### src/sss_pkg.sv
package sss_pkg;

  // Text size limit and offset width
  localparam int unsigned MaxTextBytes = 65536;
  localparam int unsigned OffsetW      = 17;

  // Character codes
  localparam logic [7:0] ChNl    = 8'h0A;
  localparam logic [7:0] ChTab   = 8'h09;
  localparam logic [7:0] ChCr    = 8'h0D;
  localparam logic [7:0] ChSpace = 8'h20;
  localparam logic [7:0] ChAt    = 8'h40;
  localparam logic [7:0] ChSlash = 8'h2F;

  // Open-section code when no section is open
  localparam logic [2:0] SecNone = 3'd7;

  // Header name lengths: init, slider, block, sample
  localparam logic [3:0][2:0] HdrLen = {3'd6, 3'd5, 3'd6, 3'd4};

  typedef enum logic [2:0] {
    PH_LEAD,
    PH_AT,
    PH_NAME,
    PH_TRAIL,
    PH_SLASH,
    PH_COMMENT,
    PH_REJECT
  } phase_e;

  typedef enum logic [1:0] {
    ST_OK,
    ST_NO_SAMPLE,
    ST_DUPLICATE,
    ST_TOO_LONG
  } status_e;

  typedef struct packed {
    phase_e                   phase;
    logic [2:0]               nlen;
    logic [3:0]               nmatch;
    logic [2:0]               cur;
    logic [3:0]               marks;
    logic [3:0][OffsetW-1:0]  starts;
    logic [3:0][OffsetW-1:0]  slens;
    logic [OffsetW-1:0]       offset;
    logic [OffsetW-1:0]       lstart;
    status_e                  status;
  } state_t;

  // Final section table handed from the parser to the record emitter
  typedef struct packed {
    logic [3:0]               marks;
    logic [3:0][OffsetW-1:0]  starts;
    logic [3:0][OffsetW-1:0]  slens;
    status_e                  status;
  } rec_set_t;

  typedef struct packed {
    logic     load;
    rec_set_t set;
  } rec_load_t;

  function automatic state_t reset_state();
    state_t r;
    r        = '0;
    r.phase  = PH_LEAD;
    r.nmatch = 4'hF;
    r.cur    = SecNone;
    r.status = ST_OK;
    return r;
  endfunction

  // Character at a position of a known header name
  function automatic logic [7:0] hdr_char(input logic [1:0] sec, input logic [2:0] pos);
    logic [47:0] nm;
    logic [47:0] sh;
    case (sec)
      2'd0:    nm = {"init", 16'h0000};
      2'd1:    nm = "slider";
      2'd2:    nm = {"block", 8'h00};
      default: nm = "sample";
    endcase
    sh = nm << {pos, 3'b000};
    return sh[47:40];
  endfunction

  function automatic logic is_name_char(input logic [7:0] c);
    return (c >= 8'h41 && c <= 8'h5A) || (c >= 8'h61 && c <= 8'h7A) ||
           (c >= 8'h30 && c <= 8'h39) || c == 8'h5F;
  endfunction

endpackage

### src/sss_parser.sv
module sss_parser (
  input  logic                clk_i,
  input  logic                rst_ni,
  input  logic                in_valid_i,
  output logic                in_stall_o,
  input  logic                has_byte_i,
  input  logic [7:0]          text_byte_i,
  input  logic                end_of_text_i,
  input  logic                busy_i,
  output sss_pkg::rec_load_t  rec_o
);

  logic                 in_valid_q;
  logic                 has_q;
  logic [7:0]           byte_q;
  logic                 eot_q;
  logic                 advance;
  sss_pkg::state_t      st_q;
  sss_pkg::state_t      st_d;
  sss_pkg::rec_set_t    set_d;

  // Close the line that just ended and open a section for a known header
  function automatic sss_pkg::state_t end_line(input sss_pkg::state_t s,
                                               input logic [sss_pkg::OffsetW-1:0] nxt);
    sss_pkg::state_t r;
    logic            hdr;
    logic            known;
    logic [1:0]      k;
    r     = s;
    hdr   = s.phase == sss_pkg::PH_NAME || s.phase == sss_pkg::PH_TRAIL ||
            s.phase == sss_pkg::PH_COMMENT;
    known = 1'b0;
    k     = 2'd0;
    for (int i = 0; i < 4; i++) begin
      if (!known && s.nmatch[i] && s.nlen == sss_pkg::HdrLen[i]) begin
        known = 1'b1;
        k     = 2'(i);
      end
    end
    if (hdr) begin
      if (!s.cur[2]) begin
        r.slens[s.cur[1:0]] = s.lstart - s.starts[s.cur[1:0]];
      end
      r.cur = sss_pkg::SecNone;
      if (known) begin
        if (s.marks[k]) begin
          r.status = sss_pkg::ST_DUPLICATE;
        end else begin
          r.marks[k]  = 1'b1;
          r.starts[k] = nxt;
          r.cur       = {1'b0, k};
        end
      end
    end
    return r;
  endfunction

  // Narrow the candidate names by one more name character
  function automatic sss_pkg::state_t name_char(input sss_pkg::state_t s,
                                                input logic [7:0] c);
    sss_pkg::state_t r;
    r = s;
    if (s.nlen != 3'd7) begin
      for (int i = 0; i < 4; i++) begin
        if (s.nlen >= sss_pkg::HdrLen[i] || sss_pkg::hdr_char(2'(i), s.nlen) != c) begin
          r.nmatch[i] = 1'b0;
        end
      end
      r.nlen = s.nlen + 3'd1;
    end
    return r;
  endfunction

  // Hold an end-of-text request in the input register while the emitter still owns the last table
  assign in_stall_o = in_valid_q && eot_q && busy_i;
  assign advance    = in_valid_q && !in_stall_o;

  always_ff @(posedge clk_i or negedge rst_ni) begin
    if (!rst_ni) begin
      in_valid_q <= 1'b0;
    end else if (!in_stall_o) begin
      in_valid_q <= in_valid_i;
    end
  end

  always_ff @(posedge clk_i) begin
    if (in_valid_i && !in_stall_o) begin
      has_q  <= has_byte_i;
      byte_q <= text_byte_i;
      eot_q  <= end_of_text_i;
    end
  end

  // Update the line state for one byte, then close out the text on end of text
  always_comb begin
    sss_pkg::state_t s;
    sss_pkg::state_t f;
    logic [sss_pkg::OffsetW-1:0] nxt;
    s   = st_q;
    nxt = sss_pkg::OffsetW'(st_q.offset + 1'b1);
    if (has_q && st_q.status == sss_pkg::ST_OK) begin
      if (st_q.offset >= sss_pkg::OffsetW'(sss_pkg::MaxTextBytes)) begin
        s.status = sss_pkg::ST_TOO_LONG;
      end else begin
        s.offset = nxt;
        if (byte_q == sss_pkg::ChNl) begin
          s = end_line(s, nxt);
          if (s.status == sss_pkg::ST_OK) begin
            s.phase  = sss_pkg::PH_LEAD;
            s.nlen   = 3'd0;
            s.nmatch = 4'hF;
            s.lstart = nxt;
          end
        end else begin
          case (st_q.phase)
            sss_pkg::PH_LEAD: begin
              if (byte_q == sss_pkg::ChAt) begin
                s.phase = sss_pkg::PH_AT;
              end else if (byte_q != sss_pkg::ChSpace && byte_q != sss_pkg::ChTab) begin
                s.phase = sss_pkg::PH_REJECT;
              end
            end
            sss_pkg::PH_AT: begin
              if (sss_pkg::is_name_char(byte_q)) begin
                s       = name_char(s, byte_q);
                s.phase = sss_pkg::PH_NAME;
              end else begin
                s.phase = sss_pkg::PH_REJECT;
              end
            end
            sss_pkg::PH_NAME: begin
              if (sss_pkg::is_name_char(byte_q)) begin
                s = name_char(s, byte_q);
              end else if (byte_q == sss_pkg::ChSpace || byte_q == sss_pkg::ChTab ||
                           byte_q == sss_pkg::ChCr) begin
                s.phase = sss_pkg::PH_TRAIL;
              end else if (byte_q == sss_pkg::ChSlash) begin
                s.phase = sss_pkg::PH_SLASH;
              end else begin
                s.phase = sss_pkg::PH_REJECT;
              end
            end
            sss_pkg::PH_TRAIL: begin
              if (byte_q == sss_pkg::ChSlash) begin
                s.phase = sss_pkg::PH_SLASH;
              end else if (byte_q != sss_pkg::ChSpace && byte_q != sss_pkg::ChTab &&
                           byte_q != sss_pkg::ChCr) begin
                s.phase = sss_pkg::PH_REJECT;
              end
            end
            sss_pkg::PH_SLASH: begin
              s.phase = (byte_q == sss_pkg::ChSlash) ? sss_pkg::PH_COMMENT
                                                     : sss_pkg::PH_REJECT;
            end
            sss_pkg::PH_COMMENT: begin
              s.phase = sss_pkg::PH_COMMENT;
            end
            default: begin
              s.phase = sss_pkg::PH_REJECT;
            end
          endcase
        end
      end
    end

    // Close the trailing line and the open section
    f = s;
    if (s.status == sss_pkg::ST_OK) begin
      f = end_line(s, s.offset);
      if (f.status == sss_pkg::ST_OK && !f.cur[2]) begin
        f.slens[f.cur[1:0]] = f.offset - f.starts[f.cur[1:0]];
      end
    end
    set_d.marks  = f.marks;
    set_d.starts = f.starts;
    set_d.slens  = f.slens;
    if (f.status != sss_pkg::ST_OK) begin
      set_d.status = f.status;
    end else begin
      set_d.status = f.marks[3] ? sss_pkg::ST_OK : sss_pkg::ST_NO_SAMPLE;
    end

    st_d = eot_q ? sss_pkg::reset_state() : s;
  end

  always_ff @(posedge clk_i or negedge rst_ni) begin
    if (!rst_ni) begin
      st_q <= sss_pkg::reset_state();
    end else if (advance) begin
      st_q <= st_d;
    end
  end

  assign rec_o.load = advance && eot_q;
  assign rec_o.set  = set_d;

endmodule

### src/sss_emitter.sv
module sss_emitter (
  input  logic                         clk_i,
  input  logic                         rst_ni,
  input  sss_pkg::rec_load_t           rec_i,
  output logic                         busy_o,
  output logic                         out_valid_o,
  input  logic                         out_stall_i,
  output logic [1:0]                   section_id_o,
  output logic                         present_o,
  output logic [sss_pkg::OffsetW-1:0]  start_offset_o,
  output logic [sss_pkg::OffsetW-1:0]  section_length_o,
  output logic [1:0]                   status_o,
  output logic                         last_o
);

  logic               pend_q;
  logic [1:0]         idx_q;
  sss_pkg::rec_set_t  set_q;
  logic               take;

  assign take = pend_q && !out_stall_i;

  // Advance through the four records, drop the table after the last one
  always_ff @(posedge clk_i or negedge rst_ni) begin
    if (!rst_ni) begin
      pend_q <= 1'b0;
      idx_q  <= 2'd0;
    end else if (rec_i.load) begin
      pend_q <= 1'b1;
      idx_q  <= 2'd0;
    end else if (take) begin
      if (idx_q == 2'd3) begin
        pend_q <= 1'b0;
      end
      idx_q <= idx_q + 2'd1;
    end
  end

  always_ff @(posedge clk_i) begin
    if (rec_i.load) begin
      set_q <= rec_i.set;
    end
  end

  assign busy_o           = pend_q;
  assign out_valid_o      = pend_q;
  assign section_id_o     = idx_q;
  assign present_o        = set_q.marks[idx_q];
  assign start_offset_o   = set_q.starts[idx_q];
  assign section_length_o = set_q.slens[idx_q];
  assign status_o         = set_q.status;
  assign last_o           = idx_q == 2'd3;

endmodule

### src/script_section_splitter.sv
// Script section splitter.
// Input channel: one request per text byte (has_byte_i, text_byte_i) with
// end_of_text_i on the final request; a request with has_byte_i low carries
// only the end mark. A request is taken when in_valid_i is high and
// in_stall_o is low. Bytes are taken one per cycle while in_stall_o is low.
// Output channel: after each end of text, four section records leave in
// order init, slider, block, sample, the last one with last_o high; one is
// taken per cycle when out_valid_o is high and out_stall_i is low.
// The end-of-text request, once taken, waits in the input register, then
// loads the record table register, from which the first record is offered.
// Parsing of the next text goes on while records drain; only a further
// end-of-text request waits in the input register until all four records
// are gone, so a stalled receiver holds back the next text from that point.
// Reset clears the parse state and drops any records not yet taken; the
// record table holds one text at a time.
module script_section_splitter (
  input  logic                         clk_i,
  input  logic                         rst_ni,
  input  logic                         in_valid_i,
  output logic                         in_stall_o,
  input  logic                         has_byte_i,
  input  logic [7:0]                   text_byte_i,
  input  logic                         end_of_text_i,
  output logic                         out_valid_o,
  input  logic                         out_stall_i,
  output logic [1:0]                   section_id_o,
  output logic                         present_o,
  output logic [sss_pkg::OffsetW-1:0]  start_offset_o,
  output logic [sss_pkg::OffsetW-1:0]  section_length_o,
  output logic [1:0]                   status_o,
  output logic                         last_o
);

  sss_pkg::rec_load_t rec;
  logic               busy;

  sss_parser u_parser (
    .clk_i         (clk_i),
    .rst_ni        (rst_ni),
    .in_valid_i    (in_valid_i),
    .in_stall_o    (in_stall_o),
    .has_byte_i    (has_byte_i),
    .text_byte_i   (text_byte_i),
    .end_of_text_i (end_of_text_i),
    .busy_i        (busy),
    .rec_o         (rec)
  );

  sss_emitter u_emitter (
    .clk_i            (clk_i),
    .rst_ni           (rst_ni),
    .rec_i            (rec),
    .busy_o           (busy),
    .out_valid_o      (out_valid_o),
    .out_stall_i      (out_stall_i),
    .section_id_o     (section_id_o),
    .present_o        (present_o),
    .start_offset_o   (start_offset_o),
    .section_length_o (section_length_o),
    .status_o         (status_o),
    .last_o           (last_o)
  );

endmodule

### config.mk
export PLATFORM = sky130hd
export DESIGN_NAME = script_section_splitter
export DESIGN_NICKNAME = d
export VERILOG_FILES = /design/src/sss_pkg.sv /design/src/sss_parser.sv /design/src/sss_emitter.sv /design/src/script_section_splitter.sv
export SDC_FILE = /design/constraint.sdc
export NUM_CORES = 1
export LEC_CHECK = 0
export BUFFER_PORTS_ARGS = -buffer_cell sky130_fd_sc_hd__buf_4
export CAP_MARGIN = 20
export CORE_MARGIN = 2
export CORE_UTILIZATION = 40
export CTS_BUF_LIST = sky130_fd_sc_hd__clkbuf_2 sky130_fd_sc_hd__clkbuf_4 sky130_fd_sc_hd__clkbuf_8
export DETAILED_ROUTE_END_ITERATION = 10
export HOLD_SLACK_MARGIN = 0.05
export PLACE_DENSITY = 0.59
export SETUP_SLACK_MARGIN = 0.1
export SYNTH_ARGS = -nofsm -noshare
export SYNTH_HDL_FRONTEND = slang
export SYNTH_HIERARCHICAL = 1
export SYNTH_SLANG_ARGS = --single-unit
### constraint.sdc
create_clock -name clk_i -period 7.1 [get_ports clk_i]
set_input_delay 2.13 -clock clk_i [delete_from_list [all_inputs] [get_ports clk_i]]
set_output_delay 2.13 -clock clk_i [all_outputs]
set_load 0.05 [all_outputs]
# [Word level (Yosys, flattened, before mapping)]
# Index checks and enable logic that the tools add are counted.
# W data, S select, Z words.
[word_totals] register_bits=345 latchBits=0 mem_bits_rw=0 romBits=0 in_bits=14 output_inout_bits=42 wordCells=337 memories=0
[op_classes] add_sub_neg=6 multipliers=0 div=0 magnitude_cmp=21 n_eq_ne=34 shifts=8 muxes=167 bitwise_logic=2 n_reduce_logical=67
[op_table] op="$mux W48" n=40
[op_table] op="$mux W189" n=3
[op_table] op="$mux W143" n=3
[op_table] op="$shl A48 B6 Y48" n=8
[op_table] op="$mux W186" n=2
[op_table] op="$pmux W186 S2" n=1
[op_table] op="$bwmux W68" n=5
[op_table] op="$mux W75" n=4
[op_table] op="$mux W68" n=3
[op_table] op="$mux W17" n=11
[op_table] op="$mux W187" n=1
[op_table] op="$mux W176" n=1
[op_table] op="$bmux W17 S2" n=5
[op_table] op="$demux W17 S2" n=5
[op_table] op="$ne A8 B8 Y1" n=8
[op_table] op="$sub A17 B17 Y17" n=3
[op_table] op="$mux W2" n=24
[op_table] op="$mux W1" n=43
[op_table] op="$logic_and A1 B1 Y1" n=32
[op_table] op="$eq A3 B3 Y1 const B" n=9
[op_table] op="$eq A8 B4 Y1 const B" n=3
[op_table] op="$mux W3" n=7
[op_table] op="$lt A2 B3 Y1 const B" n=6
[op_table] op="$pmux W3 S6" n=1
[op_table] op="other kinds (29)" n=77

# [Longest topological paths before layout]
[depth] ltp_word=77 mapped_depth=34 ltp_nobuf=28

# [Cells and area by module]
# The synthesis kept the hierarchy.
[modules_own_cells] module="sss_parser" n_inst=1 cells_per_inst=2158 area_each_um2=17715.7 seq_area_each_um2=5063.6
[modules_own_cells] module="sss_emitter" n_inst=1 cells_per_inst=199 area_each_um2=5322.6 seq_area_each_um2=4339.2

# [Worst setup path before layout]
# Ideal clock, no wire load.
[synth_path] path_kind="reg2reg" startpoint="reg u_parser/st_q[184] (netlist bit)" endpoint="reg u_emitter/set_q[69] (netlist bit) (data pin)" setup_time_ps=261 arrival_time_ps=6062 required_ps=6839 path_slack_ps=777 stages_incl_launch_ff=35 path_buffers=6 period_less_slack_ps=6323 path_cell_list="dfrtp_1 buf_2 inv_1 ha_1 clkbuf_1 and3_1 a31o_2 o211a_1 o32a_1 clkbuf_1 and2_1 nand4_2 or2_0 o221ai_2 buf_6 nor3_2 buf_4 buf_6 mux2i_1 mux2i_1 mux2i_1 ha_1 fa_1 nor2b_1 o21ai_0 nand2b_1 a21o_1 a31o_2 a41oi_1 a21oi_1 a211o_1 a21oi_1 xnor2_1 xnor2_1 mux2i_1"
[synth_rtl] item="from (decl)" line="sss_parser.sv:18" text="sss_pkg::state_t st_q;"
[synth_rtl] item="from (signal assigned)" line="sss_parser.sv:188" text="st_q <= sss_pkg::reset_state();"
[synth_rtl] item="from (signal assigned)" line="sss_parser.sv:190" text="st_q <= st_d;"
[synth_rtl] item="to (signal assigned)" line="sss_emitter.sv:41" text="set_q <= rec_i.set;"
[synth_rtl] item="to (decl)" line="sss_emitter.sv:18" text="sss_pkg::rec_set_t set_q;"

==> out/qor.csv <==
stage,metric,value,unit
status,status,"complete, no violations",
grt,gr-usage-met2,40.0,%
worst_setup_path,cp-startpoint,u_parser/st_q[183]$_DFFE_PN0P_,
routing,drt_wl_total,80000,µm
synthesis,yosysSeqAreaShare,40.8,%
synthesis,synth.avg_cell_area,9.77,µm²
worst_setup_path,rr_endpoint,u_emitter/set_q[13]$_DFFE_PP_,
timing,post-route-min-period,6.75,ns
worst_setup_path,r2r_setup_slack,0.35,ns
clocking,clkSinkCount,345,
grt,busiest_layer,met2,
die,dieArea,0.0595,mm²
timing,slew_violations,0,
clocking,htreeDepth,3,
timing,fmax,0.148,GHz
timing,finClkSkew,0.0467,ns
worst_hold_path,min_to,u_parser/st_q[85]$_DFFE_PN0P_,
finish,num-fill-cells,5321,
clocking,clkTransAtPathRegs,0.05,ns
synthesis,synth_nets,2429,
worst_hold_path,hp-start,u_parser/st_q[85]$_DFFE_PN0P_,
worst_setup_path,cp.required,7.59,ns
place,hpwl,55900,µm
grt,met3_usage,5.20,%
routing,drc_errors,0,
synthesis,syn_area,0.0230,mm²
power,power_density,327,mW/mm²
synthesis,ys.flop_type,dfrtp_1,
worst_setup_path,r2r_cells,25,
timing,hold_slack,0.479,ns
worst_setup_path,worstSetupStartpointType,flip-flop,
grt,grt_start_max_net_pins,110,
power,peakVddDrop,0.000340,V
worst_setup_path,crit_path_end_kind,flip-flop,
place,place_area,0.0243,mm²
finish,finalInstanceArea,0.0260,mm²
finish,layout_common_cells,"nand2_1 (285), o21ai_0 (234), mux2i_1 (223), dfrtp_1 (184), nor2_1 (175)",
synthesis,yosysTopAreaCell,dfrtp_1,
finish,area_growth,13.0,%
timing,final_hold_viol_count,0,
place,place.gp.congestion,0.985,
place,io_buffers,55,
die,rows,87,
timing,slew_headroom,27.0,%
grt,grt_pass1_vias,19200,
clocking,cts_tree,yes,
clocking,root_buffer,clkbuf_8,
die,start_util,40.6,%
job,maxCapViolCount,0,
timing,setup-violations-final,0,
grt,met1_usage,38.0,%
timing,fin_ws,0.346,ns
finish,register_area,0.00941,mm²
clocking,cts_buffers,68,
worst_setup_path,cp_max_fo,7,
finish,drive_above_1_share,17.6,%
worst_setup_path,r2r-start,u_parser/st_q[183]$_DFFE_PN0P_,
die,die_w,244,µm
finish,antenna_cells,0,
grt,antenna_found_initial,0,
finish,final_util,45.9,%
worst_setup_path,path_class,flip-flop to flip-flop,
finish,multi_input_area,0.0127,mm²
timing,fin_tns_setup,0,ns
synthesis,synth.distinct_cells,104,
synthesis,synthCells,2357,
worst_setup_path,critPathArrivalTime,7.24,ns
routing,viasPerCell,6.10,
synthesis,yosysTopAreaCellShare,20.2,%
synthesis,yosys-top-cells-area,"dfrtp_1 (20%), edfxtp_1 (20%), mux2i_1 (9.7%)",
routing,firstDrtPassIters,6,
power,power_leakage,10.1,nW
die,coreArea,0.0567,mm²
routing,num_vias,19700,
synthesis,yosys_register_bits,345,
synthesis,synth-edff-count,152,
worst_hold_path,hold-path-cell-count,2,
clocking,clk_latency,0.68,ns
place,pre_cts_slack,0.0100,ns
timing,post-route-period-util,95.1,%
grt,grt_overflow,0,
synthesis,async_flop_share,55.9,%
die,dieHeight,244,µm
grt,grt_pass1_wl,121000,µm
routing,drt_iter0_markers,2336,
timing,rsz0062_at_grt,false,
routing,ant_nets,0,
die,io_pins,56,
finish,nets,2499,
worst_hold_path,hold_class,flip-flop to flip-flop,
grt,grt_util_all_layers,26.7,%
timing,worstMarginPinSlew,1.09,ns
routing,routedWlPerCell,24.7,µm
synthesis,ys_warn_count,6,
finish,layout_commonest_cell,nand2_1,
clocking,clockBufferDepth,3,
==> layer usage <==
metal / share of wire (%) / up-vias
met4: 3.4 / 0
li1: - / 8807
met1: 44 / 9797
met2: 44 / 979
met3: 8.6 / 166
met5: 0 / -
==> worst max path at each step <==
| stage | slack (ns) | cells after the start | endpoint |
|---|---|---|---|
| floorplan | 0.78 | 34 | u_emitter/set_q[69]$_DFFE_PP_ |
| CTS | 0.13 | 30 | u_emitter/set_q[66]$_DFFE_PP_ |
| detailed placement | 0.01 | 27 | u_emitter/set_q[34]$_DFFE_PP_ |
| finish | 0.35 | 25 | u_emitter/set_q[13]$_DFFE_PP_ |
| global placement | 0.12 | 27 | u_emitter/set_q[51]$_DFFE_PP_ |
| global route | 0.11 | 25 | u_emitter/set_q[47]$_DFFE_PP_ |
==> metrics by stage <==
step | total power [mW] | std cells
2_1_floorplan | 4.99 | 2357
3_3_place_gp | 6.27 | 3089
5_1_grt | 8.89 | 3239
6_report | 8.52 | 3239
4_1_cts | 8.48 | 3227
3_5_place_dp | 6.30 | 3090
==> layout make-up <==
type	count	area share [%]
Multi-Input combinational cell	1779	48.7
Clock inverter	24	0.653
Sequential cell	345	36.1
Inverter	69	0.995
Timing Repair Buffer	164	5.02
Clock buffer	102	4.89
Tap cell	756	3.63
==> timing repair <==
item | in CTS | in global routing
cloned | 0 | 0
endpoints found under the setup margin | 12 | 24
buffers inserted | 11 | 10
pin swaps | 1 | 2
hold buffers | 0 | 0
resized for setup | 4 | 13
==> Yosys cell counts, types with 26 or more instances <==
cell	count
o21ai_0	234
o21ai_1	26
nor2_1	177
a22o_1	50
ha_1	55
a21oi_1	146
nand2_1	287
mux2i_1	223
nor3_1	36
xnor2_1	47
nand3_1	42
buf_2	27
xor2_1	39
mux4_2	46
clkbuf_1	99
edfxtp_1	152
inv_1	68
mux2_2	26
dfrtp_1	186
==> power breakdown <==
group	internal, mW	switching [mW]
sequential	2.26	0.178
combinational	1.27	2.67
clock	1.22	0.923
total	4.75	3.77
==> cell families after synthesis <==
group	Yosys count	synth area share, %
buffers and inverters	233	4.87
adder cells (fa/ha/maj)	58	3.25
AO/OA/AOI/OAI	649	17.7
AND/OR/NAND/NOR	683	13.9
multiplexers	303	16.2
XOR/XNOR	86	3.27
flip-flops	345	40.8
==> registers in the layout, indices dropped and copies added (netlist names) <==
signal and flops:
u_parser/has_q 1, u_parser/in_valid_q 1, u_parser/st_q 189, u_parser/eot_q 1, u_emitter/section_id_o 2, u_parser/byte_q 8, u_emitter/status_o 2, u_emitter/set_q 140
u_emitter/busy_o 1
==> worst max-delay path, stage by stage (launching register included) <==
cell and delay (ns):
dfrtp_1 0.38, inv_1 0.08, ha_2 0.18, and3_1 0.15, a31o_2 0.27, o211ai_1 0.35
nand3_1 0.25, or3_1 0.58, mux2i_1 0.30, nand2_1 0.12, o21ai_0 0.10, a221oi_1 0.50
inv_1 0.10, ha_1 0.31, nor2b_1 0.13, o21ai_0 0.36, a21boi_0 0.24, o211ai_1 0.33
a21oi_1 0.14, nor3_1 0.46, nor2_1 0.12, and2_1 0.19, nor2_1 0.47, nor2_1 0.12
a211o_1 0.29, o21ai_0 0.07
(Power assumes the default switching activity.)
